### src/rtl/core/sll_pkg.sv
`timescale 1ns / 1ps

package sll_pkg;

  localparam int SLOTS      = 16;
  localparam int SLOT_W     = $clog2(SLOTS);
  localparam int STEP_W     = SLOT_W + 1;
  localparam int MODE_W     = 2;
  localparam int POS_W      = 4;
  localparam int VALUE_W    = 32;
  localparam int STATUS_W   = 2;
  localparam int OUT_SLOT_W = 4;

  localparam logic [SLOT_W-1:0] FREE_HEAD = SLOT_W'(0);
  localparam logic [SLOT_W-1:0] LIST_HEAD = SLOT_W'(1);

  typedef enum logic [MODE_W-1:0] {
    MODE_INSERT = 2'd0,
    MODE_DELETE = 2'd1,
    MODE_SEARCH = 2'd2,
    MODE_UPDATE = 2'd3
  } mode_t;

  typedef enum logic [STATUS_W-1:0] {
    STAT_OK        = 2'd0,
    STAT_NOT_FOUND = 2'd1,
    STAT_FULL      = 2'd2,
    STAT_PAST_END  = 2'd3
  } status_t;

  typedef enum logic [3:0] {
    DP_NOP,
    DP_LOAD,
    DP_START,
    DP_INS_STEP,
    DP_INS_TAKE,
    DP_INS1,
    DP_INS2,
    DP_INS3,
    DP_FIND_RD,
    DP_FIND_NEXT,
    DP_UPD,
    DP_DEL1,
    DP_DEL2,
    DP_DEL3
  } dp_op_t;

  typedef enum logic [1:0] {
    RS_HEAD,
    RS_FREE,
    RS_CUR,
    RS_AT
  } rsel_t;

  typedef enum logic [3:0] {
    ST_IDLE,
    ST_START,
    ST_INS_WALK,
    ST_INS_TAKE,
    ST_INS1,
    ST_INS2,
    ST_INS3,
    ST_FIND_CHK,
    ST_FIND_CMP,
    ST_DEL1,
    ST_DEL2,
    ST_DEL3,
    ST_FIN
  } state_t;

  typedef struct packed {
    dp_op_t  op;
    rsel_t   rsel;
    logic    res_load;
    status_t res_status;
  } dp_cmd_t;

  typedef struct packed {
    mode_t mode;
    logic  cur_zero;
    logic  steps_done;
    logic  match;
    logic  pos_reached;
    logic  link_zero;
    logic  out_free;
  } dp_stat_t;

endpackage

### src/rtl/core/static_linked_list_engine_top.sv
`timescale 1ns / 1ps

// Linked list of 32-bit values kept in a fixed table of slots, with slot 0
// heading the free list and slot 1 the dummy head of the data list; after
// reset the list is empty. Each item is insert, delete, search or update and
// gives exactly one result item with a status and a slot. One item is in
// work at a time, and the next is taken as soon as the result is registered.
// The link table is read once per cycle, so the time per item follows the
// list walk: insert steps through the list up to the position, and delete,
// search and update check and compare each node visited in two states,
// ST_FIND_CHK and ST_FIND_CMP (the value store has a registered read).

module static_linked_list_engine_top (
  input  logic                                 clk,
  input  logic                                 rst_n,
  input  logic                                 in_valid,
  output logic                                 in_ready,
  input  logic [sll_pkg::MODE_W-1:0]           in_mode,
  input  logic [sll_pkg::POS_W-1:0]            in_position,
  input  logic signed [sll_pkg::VALUE_W-1:0]   in_value,
  input  logic signed [sll_pkg::VALUE_W-1:0]   in_new_value,
  output logic                                 out_valid,
  input  logic                                 out_ready,
  output logic [sll_pkg::STATUS_W-1:0]         out_status,
  output logic [sll_pkg::OUT_SLOT_W-1:0]       out_slot
);
  import sll_pkg::*;

  dp_cmd_t  cmd;
  dp_stat_t stat;

  sll_ctrl u_ctrl (
    .clk      (clk),
    .rst_n    (rst_n),
    .in_valid (in_valid),
    .in_ready (in_ready),
    .stat     (stat),
    .cmd      (cmd)
  );

  sll_dp u_dp (
    .clk          (clk),
    .rst_n        (rst_n),
    .cmd          (cmd),
    .stat         (stat),
    .in_mode      (in_mode),
    .in_position  (in_position),
    .in_value     (in_value),
    .in_new_value (in_new_value),
    .out_valid    (out_valid),
    .out_ready    (out_ready),
    .out_status   (out_status),
    .out_slot     (out_slot)
  );

endmodule

### src/rtl/core/sll_ctrl.sv
`timescale 1ns / 1ps

module sll_ctrl (
  input  logic              clk,
  input  logic              rst_n,
  input  logic              in_valid,
  output logic              in_ready,
  input  sll_pkg::dp_stat_t stat,
  output sll_pkg::dp_cmd_t  cmd
);
  import sll_pkg::*;

  state_t  state_r, state_nxt;
  status_t res_status_r, res_status_nxt;

  always_ff @(posedge clk) begin
    if (!rst_n) begin
      state_r      <= ST_IDLE;
      res_status_r <= STAT_OK;
    end else begin
      state_r      <= state_nxt;
      res_status_r <= res_status_nxt;
    end
  end

  always_comb begin
    state_nxt      = state_r;
    res_status_nxt = res_status_r;
    in_ready       = 1'b0;
    cmd.op         = DP_NOP;
    cmd.rsel       = RS_HEAD;
    cmd.res_load   = 1'b0;
    cmd.res_status = res_status_r;
    unique case (state_r)
      ST_IDLE: begin
        in_ready = 1'b1;
        if (in_valid) begin
          cmd.op    = DP_LOAD;
          state_nxt = ST_START;
        end
      end
      ST_START: begin
        cmd.rsel = RS_HEAD;
        cmd.op   = DP_START;
        if (stat.mode == MODE_INSERT) begin
          state_nxt = ST_INS_WALK;
        end else begin
          state_nxt = ST_FIND_CHK;
        end
      end
      ST_INS_WALK: begin
        cmd.rsel = RS_AT;
        if (stat.pos_reached) begin
          state_nxt = ST_INS_TAKE;
        end else if (stat.link_zero) begin
          res_status_nxt = STAT_PAST_END;
          state_nxt      = ST_FIN;
        end else begin
          cmd.op = DP_INS_STEP;
        end
      end
      ST_INS_TAKE: begin
        cmd.rsel = RS_FREE;
        if (stat.link_zero) begin
          res_status_nxt = STAT_FULL;
          state_nxt      = ST_FIN;
        end else begin
          cmd.op    = DP_INS_TAKE;
          state_nxt = ST_INS1;
        end
      end
      ST_INS1: begin
        cmd.rsel  = RS_CUR;
        cmd.op    = DP_INS1;
        state_nxt = ST_INS2;
      end
      ST_INS2: begin
        cmd.rsel  = RS_AT;
        cmd.op    = DP_INS2;
        state_nxt = ST_INS3;
      end
      ST_INS3: begin
        cmd.op         = DP_INS3;
        res_status_nxt = STAT_OK;
        state_nxt      = ST_FIN;
      end
      ST_FIND_CHK: begin
        if (stat.cur_zero || stat.steps_done) begin
          res_status_nxt = STAT_NOT_FOUND;
          state_nxt      = ST_FIN;
        end else begin
          cmd.op    = DP_FIND_RD;
          state_nxt = ST_FIND_CMP;
        end
      end
      ST_FIND_CMP: begin
        cmd.rsel = RS_CUR;
        if (!stat.match) begin
          cmd.op    = DP_FIND_NEXT;
          state_nxt = ST_FIND_CHK;
        end else if (stat.mode == MODE_DELETE) begin
          state_nxt = ST_DEL1;
        end else begin
          if (stat.mode == MODE_UPDATE) begin
            cmd.op = DP_UPD;
          end
          res_status_nxt = STAT_OK;
          state_nxt      = ST_FIN;
        end
      end
      ST_DEL1: begin
        cmd.rsel  = RS_CUR;
        cmd.op    = DP_DEL1;
        state_nxt = ST_DEL2;
      end
      ST_DEL2: begin
        cmd.rsel  = RS_FREE;
        cmd.op    = DP_DEL2;
        state_nxt = ST_DEL3;
      end
      ST_DEL3: begin
        cmd.op         = DP_DEL3;
        res_status_nxt = STAT_OK;
        state_nxt      = ST_FIN;
      end
      ST_FIN: begin
        if (stat.out_free) begin
          cmd.res_load = 1'b1;
          state_nxt    = ST_IDLE;
        end
      end
      default: begin
        state_nxt = ST_IDLE;
      end
    endcase
  end

endmodule

### src/rtl/core/sll_dp.sv
`timescale 1ns / 1ps

module sll_dp (
  input  logic                                   clk,
  input  logic                                   rst_n,
  input  sll_pkg::dp_cmd_t                       cmd,
  output sll_pkg::dp_stat_t                      stat,
  input  logic [sll_pkg::MODE_W-1:0]             in_mode,
  input  logic [sll_pkg::POS_W-1:0]              in_position,
  input  logic signed [sll_pkg::VALUE_W-1:0]     in_value,
  input  logic signed [sll_pkg::VALUE_W-1:0]     in_new_value,
  output logic                                   out_valid,
  input  logic                                   out_ready,
  output logic [sll_pkg::STATUS_W-1:0]           out_status,
  output logic [sll_pkg::OUT_SLOT_W-1:0]         out_slot
);
  import sll_pkg::*;

  logic [SLOT_W-1:0]         links_r [SLOTS];
  logic signed [VALUE_W-1:0] values_mem [SLOTS];

  mode_t                     mode_r;
  logic [POS_W-1:0]          pos_r;
  logic signed [VALUE_W-1:0] value_r;
  logic signed [VALUE_W-1:0] new_value_r;
  logic [SLOT_W-1:0]         cur_r;
  logic [SLOT_W-1:0]         prev_r;
  logic [SLOT_W-1:0]         at_r;
  logic [STEP_W-1:0]         steps_r;
  logic [POS_W-1:0]          idx_r;
  logic signed [VALUE_W-1:0] val_rd_r;
  logic                      out_valid_r;
  status_t                   out_status_r;
  logic [OUT_SLOT_W-1:0]     out_slot_r;

  logic [SLOT_W-1:0] rd_addr;
  logic [SLOT_W-1:0] link_rd;

  always_comb begin
    unique case (cmd.rsel)
      RS_HEAD: rd_addr = LIST_HEAD;
      RS_FREE: rd_addr = FREE_HEAD;
      RS_CUR:  rd_addr = cur_r;
      RS_AT:   rd_addr = at_r;
      default: rd_addr = LIST_HEAD;
    endcase
  end

  assign link_rd = links_r[rd_addr];

  assign stat.mode        = mode_r;
  assign stat.cur_zero    = (cur_r == '0);
  assign stat.steps_done  = (steps_r == STEP_W'(SLOTS));
  assign stat.match       = (val_rd_r == value_r);
  assign stat.pos_reached = (idx_r >= pos_r);
  assign stat.link_zero   = (link_rd == '0);
  assign stat.out_free    = !out_valid_r || out_ready;

  always_ff @(posedge clk) begin
    if (!rst_n) begin
      for (int i = 0; i < SLOTS; i++) begin
        if (i + 1 < SLOTS) begin
          links_r[i] <= SLOT_W'(i + 1);
        end else begin
          links_r[i] <= '0;
        end
      end
      links_r[FREE_HEAD] <= SLOT_W'(2);
      links_r[LIST_HEAD] <= '0;
    end else begin
      unique case (cmd.op)
        DP_DEL1: links_r[prev_r]    <= link_rd;
        DP_DEL2: links_r[cur_r]     <= link_rd;
        DP_DEL3: links_r[FREE_HEAD] <= cur_r;
        DP_INS1: links_r[FREE_HEAD] <= link_rd;
        DP_INS2: links_r[cur_r]     <= link_rd;
        DP_INS3: links_r[at_r]      <= cur_r;
        default: ;
      endcase
    end
  end

  always_ff @(posedge clk) begin
    if (cmd.op == DP_INS1) begin
      values_mem[cur_r] <= value_r;
    end else if (cmd.op == DP_UPD) begin
      values_mem[cur_r] <= new_value_r;
    end
    if (cmd.op == DP_FIND_RD) begin
      val_rd_r <= values_mem[cur_r];
    end
  end

  always_ff @(posedge clk) begin
    unique case (cmd.op)
      DP_LOAD: begin
        mode_r      <= mode_t'(in_mode);
        pos_r       <= in_position;
        value_r     <= in_value;
        new_value_r <= in_new_value;
      end
      DP_START: begin
        prev_r  <= LIST_HEAD;
        cur_r   <= link_rd;
        steps_r <= '0;
        at_r    <= LIST_HEAD;
        idx_r   <= POS_W'(1);
      end
      DP_INS_STEP: begin
        at_r  <= link_rd;
        idx_r <= idx_r + POS_W'(1);
      end
      DP_INS_TAKE: begin
        cur_r <= link_rd;
      end
      DP_FIND_NEXT: begin
        prev_r  <= cur_r;
        cur_r   <= link_rd;
        steps_r <= steps_r + STEP_W'(1);
      end
      default: ;
    endcase
  end

  always_ff @(posedge clk) begin
    if (!rst_n) begin
      out_valid_r <= 1'b0;
    end else if (cmd.res_load) begin
      out_valid_r <= 1'b1;
    end else if (out_ready) begin
      out_valid_r <= 1'b0;
    end
  end

  always_ff @(posedge clk) begin
    if (cmd.res_load) begin
      out_status_r <= cmd.res_status;
      out_slot_r   <= (cmd.res_status == STAT_OK) ? OUT_SLOT_W'(cur_r) : '0;
    end
  end

  assign out_valid  = out_valid_r;
  assign out_status = out_status_r;
  assign out_slot   = out_slot_r;

endmodule
### config.mk
export PLATFORM = sky130hd
export DESIGN_NAME = static_linked_list_engine_top
export DESIGN_NICKNAME = d
export VERILOG_FILES = /design/src/rtl/core/sll_pkg.sv /design/src/rtl/core/static_linked_list_engine_top.sv /design/src/rtl/core/sll_ctrl.sv /design/src/rtl/core/sll_dp.sv
export SDC_FILE = /design/constraint.sdc
export NUM_CORES = 1
export LEC_CHECK = 0
export BUFFER_PORTS_ARGS = -buffer_cell sky130_fd_sc_hd__buf_2
export CAP_MARGIN = 40
export CORE_MARGIN = 5
export CORE_UTILIZATION = 60
export DETAILED_ROUTE_END_ITERATION = 7
export GPL_TIMING_DRIVEN = 0
export PLACE_DENSITY = 0.75
export SYNTH_ARGS = -nofsm -noshare
export SYNTH_HDL_FRONTEND = slang
export SYNTH_HIERARCHICAL = 1
export SYNTH_SLANG_ARGS = --single-unit
export TNS_END_PERCENT = 10
### constraint.sdc
create_clock -name clk -period 15.8 [get_ports clk]
set_input_delay 1.58 -clock clk [delete_from_list [all_inputs] [get_ports clk]]
set_output_delay 1.58 -clock clk [all_outputs]
set_load 0.1 [all_outputs]
==> metrics.txt <==
# TYPE chip_impl_metric gauge
chip_impl_metric{name="post-layout-total-power",unit="mW"} 6.57
chip_impl_metric{name="synth.mux.area_fraction",unit="%"} 14.1
chip_impl_info{name="grt_busiest_layer",value="met2"} 1
chip_impl_metric{name="area_delta_synth_final",unit="%"} 15.4
chip_impl_info{name="tritoncts",value="done"} 1
chip_impl_info{name="startpoint_type",value="register"} 1
chip_impl_metric{name="p_leak",unit="nW"} 10.9
chip_impl_metric{name="h_tree_depth",unit=""} 3
chip_impl_metric{name="report.final.setup_viol",unit=""} 0
chip_impl_metric{name="drt_pass_1_iters",unit=""} 5
chip_impl_metric{name="viasPerCell",unit=""} 6.74
chip_impl_metric{name="post_cts_hold_buffer_count",unit=""} 0
chip_impl_metric{name="floorplan.die.width",unit="microns"} 231
chip_impl_info{name="result_of_the_run",value="complete, no violations"} 1
chip_impl_metric{name="synth_simple_gate_area_share",unit="%"} 5.57
chip_impl_metric{name="yosysTopAreaCellShare",unit="%"} 72.3
chip_impl_metric{name="worst_slack",unit="ns"} 7.95
chip_impl_metric{name="routed_wirelength",unit="microns"} 74900
chip_impl_metric{name="groute.usage.overall",unit="%"} 28.5
chip_impl_metric{name="grt_pass1_wl",unit="microns"} 110000
chip_impl_metric{name="yosys_warnings",unit=""} 6
chip_impl_metric{name="final_min_period_over_clock_period",unit="%"} 49.7
chip_impl_metric{name="wire_per_inst",unit="microns"} 30.6
chip_impl_metric{name="total_via_count_in_the_routed_design",unit=""} 16500
chip_impl_metric{name="maximum_number_of_pins_on_one_net_before_global_route_repair",unit=""} 20
chip_impl_info{name="synth.cells.most_frequent",value="sky130_fd_sc_hd__edfxtp_1 (705), sky130_fd_sc_hd__mux4_2 (160), sky130_fd_sc_hd__nor2_1 (74)"} 1
chip_impl_metric{name="gr-total-overflow",unit=""} 0
chip_impl_info{name="combinational_family_with_the_most_area_after_synthesis",value="multiplexers"} 1
chip_impl_metric{name="drv.max_cap_violation_count",unit=""} 0
chip_impl_info{name="synth.most_common_cell",value="sky130_fd_sc_hd__edfxtp_1"} 1
chip_impl_metric{name="die_height",unit="microns"} 231
chip_impl_metric{name="cts.sink_count",unit=""} 712
chip_impl_metric{name="insertedDiodeCount",unit=""} 0
chip_impl_metric{name="yosys.area_share.xor_xnor",unit="%"} 1.17
chip_impl_info{name="setup.worst_path.class",value="register to register"} 1
chip_impl_metric{name="synth_sequential_area_ratio",unit="%"} 72.8
chip_impl_info{name="ys_dominant_reg_cell",value="sky130_fd_sc_hd__edfxtp_1"} 1
chip_impl_metric{name="grt_util_met1",unit="%"} 38.6
chip_impl_metric{name="design.core.area",unit="sq mm"} 0.0486
chip_impl_metric{name="reg2reg_setup_slack",unit="ns"} 7.95
chip_impl_metric{name="worst_slew_margin_relative_to_its_limit",unit="%"} 32.6
chip_impl_metric{name="synth-seq-cells",unit=""} 712
chip_impl_metric{name="clock_buffers_created_by_tritoncts",unit=""} 72
chip_impl_metric{name="clk_pin_slew",unit="ns"} 0.06
chip_impl_info{name="netlist.top_cell.by_area",value="sky130_fd_sc_hd__edfxtp_1"} 1
chip_impl_info{name="rsz0062_at_grt",value="false"} 1
chip_impl_metric{name="die-area",unit="sq mm"} 0.0533
chip_impl_metric{name="number_of_antenna_violations_at_the_first_check_in_global_routing",unit=""} 0
chip_impl_metric{name="report.final.hold_viol_count",unit=""} 0
chip_impl_info{name="synthTopCellsByArea",value="sky130_fd_sc_hd__edfxtp_1 (72%), sky130_fd_sc_hd__mux4_2 (12%), sky130_fd_sc_hd__mux2_2 (1.3%)"} 1
chip_impl_metric{name="crit_required",unit="ns"} 16.10
chip_impl_metric{name="power-per-cell-area",unit="mW/mm^2"} 194
chip_impl_metric{name="vdd.ir_drop.worst",unit="uV"} 134
chip_impl_metric{name="final_period_minus_worst_setup_slack",unit="ns"} 7.85
chip_impl_metric{name="floorplan.io_pins",unit=""} 82
chip_impl_metric{name="nets",unit=""} 1847
chip_impl_metric{name="critical_path.max_fanout",unit=""} 18
chip_impl_info{name="worst_min_delay_path_category",value="register to register"} 1
chip_impl_metric{name="syn-num-nets",unit=""} 1643
chip_impl_metric{name="cts.path.max_buffers",unit=""} 3
chip_impl_metric{name="post-cts-setup-buffers",unit=""} 0
chip_impl_metric{name="final_layout_size_suffix_gt1_share",unit="%"} 29.3
chip_impl_metric{name="setup_slack_after_placement",unit="ns"} 8.23
chip_impl_metric{name="gp_congestion",unit=""} 0.913
chip_impl_metric{name="drt_drc_violations_left",unit=""} 0
chip_impl_metric{name="synthesis.area_per_instance",unit="sq um"} 18.7
chip_impl_metric{name="post_synth_fa_ha_maj_area_fraction",unit="%"} 0.299
chip_impl_metric{name="io_buffers",unit=""} 81
chip_impl_metric{name="synth-edff-count",unit=""} 705
chip_impl_metric{name="num_rows",unit=""} 81
chip_impl_metric{name="vias_in_the_first_global_route",unit=""} 16600
chip_impl_metric{name="worst_pin_slew",unit="ns"} 1.01
chip_impl_metric{name="worstPathArrival",unit="ns"} 8.15
chip_impl_metric{name="initial_utilization",unit="%"} 60.2
chip_impl_metric{name="asyncSetResetFlopFracSynth",unit="%"} 0
chip_impl_metric{name="global_route_track_usage_on_met3",unit="%"} 5.49
chip_impl_info{name="critPathCaptureType",value="register"} 1
chip_impl_metric{name="netlist_instances",unit=""} 1562
chip_impl_metric{name="drt_first_iter_violations",unit=""} 2103
chip_impl_info{name="root_buffer",value="sky130_fd_sc_hd__clkbuf_16"} 1
chip_impl_metric{name="use_met2",unit="%"} 47.8
chip_impl_metric{name="cts.repair.resized",unit=""} 0
chip_impl_metric{name="synth_compound_area_share",unit="%"} 4.25
chip_impl_metric{name="worst_skew_pair.late_latency",unit="ns"} 0.61
chip_impl_metric{name="totalNegativeSetupSlack",unit="ns"} 0
chip_impl_metric{name="max_freq",unit="MHz"} 127
chip_impl_metric{name="ant_nets",unit=""} 0
chip_impl_metric{name="ys_types",unit=""} 84
chip_impl_metric{name="finClkSkew",unit="ns"} 0.0277
chip_impl_metric{name="synth.cell_area",unit="sq mm"} 0.0293
chip_impl_metric{name="timing.final.max_slew_violations",unit=""} 0
chip_impl_metric{name="detailedPlacementHpwl",unit="microns"} 47600
[cell usage in the layout, fill, tap and decap left out, types with 33 or more instances in the layout]
cell,n
sky130_fd_sc_hd__o21ai_0,33
sky130_fd_sc_hd__clkbuf_16,74
sky130_fd_sc_hd__nand2_1,71
sky130_fd_sc_hd__edfxtp_1,705
sky130_fd_sc_hd__mux2_2,35
sky130_fd_sc_hd__nor2_1,58
sky130_fd_sc_hd__mux4_2,160
sky130_fd_sc_hd__buf_2,116
sky130_fd_sc_hd__xor2_1,36
sky130_fd_sc_hd__clkbuf_1,50
sky130_fd_sc_hd__nand3_1,41
[through the flow]
step                      utilization, %  cells  hold WS, ns  area, sq um
after CTS                           69.4   2443        0.542        33800
after detailed placement            64.5   2313        0.532        31400
final                               69.4   2444        0.537        33800
after global routing                69.4   2444        0.567        33800
after floorplan                        -   1562        0.487        29300
after global placement              62.6   2265        0.518        30500
[cell families after synthesis]
kind of cell / Yosys count
simple gates: 320
fa+ha+maj: 7
buf+inv: 110
flops: 712
xor+xnor: 39
compound gates: 166
mux: 208
[cell type report]
| cell class | count | area [sq um] |
|---|---|---|
| plain buffers | 82 | 420 |
| clock buffers | 92 | 1930 |
| clock inverters | 38 | 438 |
| fillers | 2997 | 14900 |
| inverters | 28 | 106 |
| multi-input cells | 740 | 7570 |
| flip-flops and latches | 712 | 21300 |
| well taps | 622 | 778 |
| repair buffers | 130 | 1230 |
[final timing paths]
check	from	end	cells after the start
setup / recovery	u_ctrl/state_r[3]	u_dp/values_mem[11][11]	23
hold / removal	u_ctrl/res_status_r[1]	u_ctrl/res_status_r[1]	2
setup reg to reg	u_ctrl/state_r[3]	u_dp/values_mem[11][11]	23
hold reg to reg	u_ctrl/res_status_r[1]	u_ctrl/res_status_r[1]	2
[where the power goes]
group / internal, mW / switching (mW) / leakage, nW
registers: 2.48 / 0.0928 / 6.40
clock network: 1.00 / 0.705 / 1.16
logic: 0.874 / 1.42 / 3.33
[flip-flops by register name, indices dropped and copies added, names as in the netlist, 4 cells and up]
register / cells
u_dp/values_mem: 512
u_dp/links_r: 64
u_dp/new_value_r: 32
u_dp/val_rd_r: 32
u_dp/value_r: 32
u_dp/steps_r: 5
u_ctrl/state_r: 4
u_dp/at_r: 4
u_dp/cur_r: 4
u_dp/idx_r: 4
u_dp/out_slot: 4
u_dp/pos_r: 4
u_dp/prev_r: 4
[metal layers]
| layer | vias up | routed length [microns] |
|---|---|---|
| met2 | 1029 | 38000 |
| met4 | 0 | 2530 |
| li1 | 6769 | - |
| met5 | - | 0 |
| met3 | 153 | 7120 |
| met1 | 8520 | 27300 |
[worst max-delay path, stage by stage (launching register included)]
cell	delay (ns)
sky130_fd_sc_hd__dfxtp_1	0.42
sky130_fd_sc_hd__buf_4	0.22
sky130_fd_sc_hd__nor2b_1	0.30
sky130_fd_sc_hd__nor2_1	0.09
sky130_fd_sc_hd__o21ai_0	0.24
sky130_fd_sc_hd__buf_2	0.28
sky130_fd_sc_hd__buf_2	0.27
sky130_fd_sc_hd__buf_2	0.30
sky130_fd_sc_hd__o221ai_1	0.34
sky130_fd_sc_hd__o211a_1	0.26
sky130_fd_sc_hd__a2111oi_4	0.54
sky130_fd_sc_hd__inv_1	0.14
sky130_fd_sc_hd__nor4_1	0.49
sky130_fd_sc_hd__clkdlybuf4s15_2	0.32
sky130_fd_sc_hd__nor3_2	0.09
sky130_fd_sc_hd__a21oi_1	0.18
sky130_fd_sc_hd__o221ai_1	0.13
sky130_fd_sc_hd__buf_2	0.19
sky130_fd_sc_hd__clkbuf_1	0.27
sky130_fd_sc_hd__nor3b_1	0.55
sky130_fd_sc_hd__o21bai_1	0.31
sky130_fd_sc_hd__nand3_1	0.44
sky130_fd_sc_hd__nor2_4	0.89
sky130_fd_sc_hd__buf_16	0.26
No activity file was read; power rests on OpenSTA's default activity.
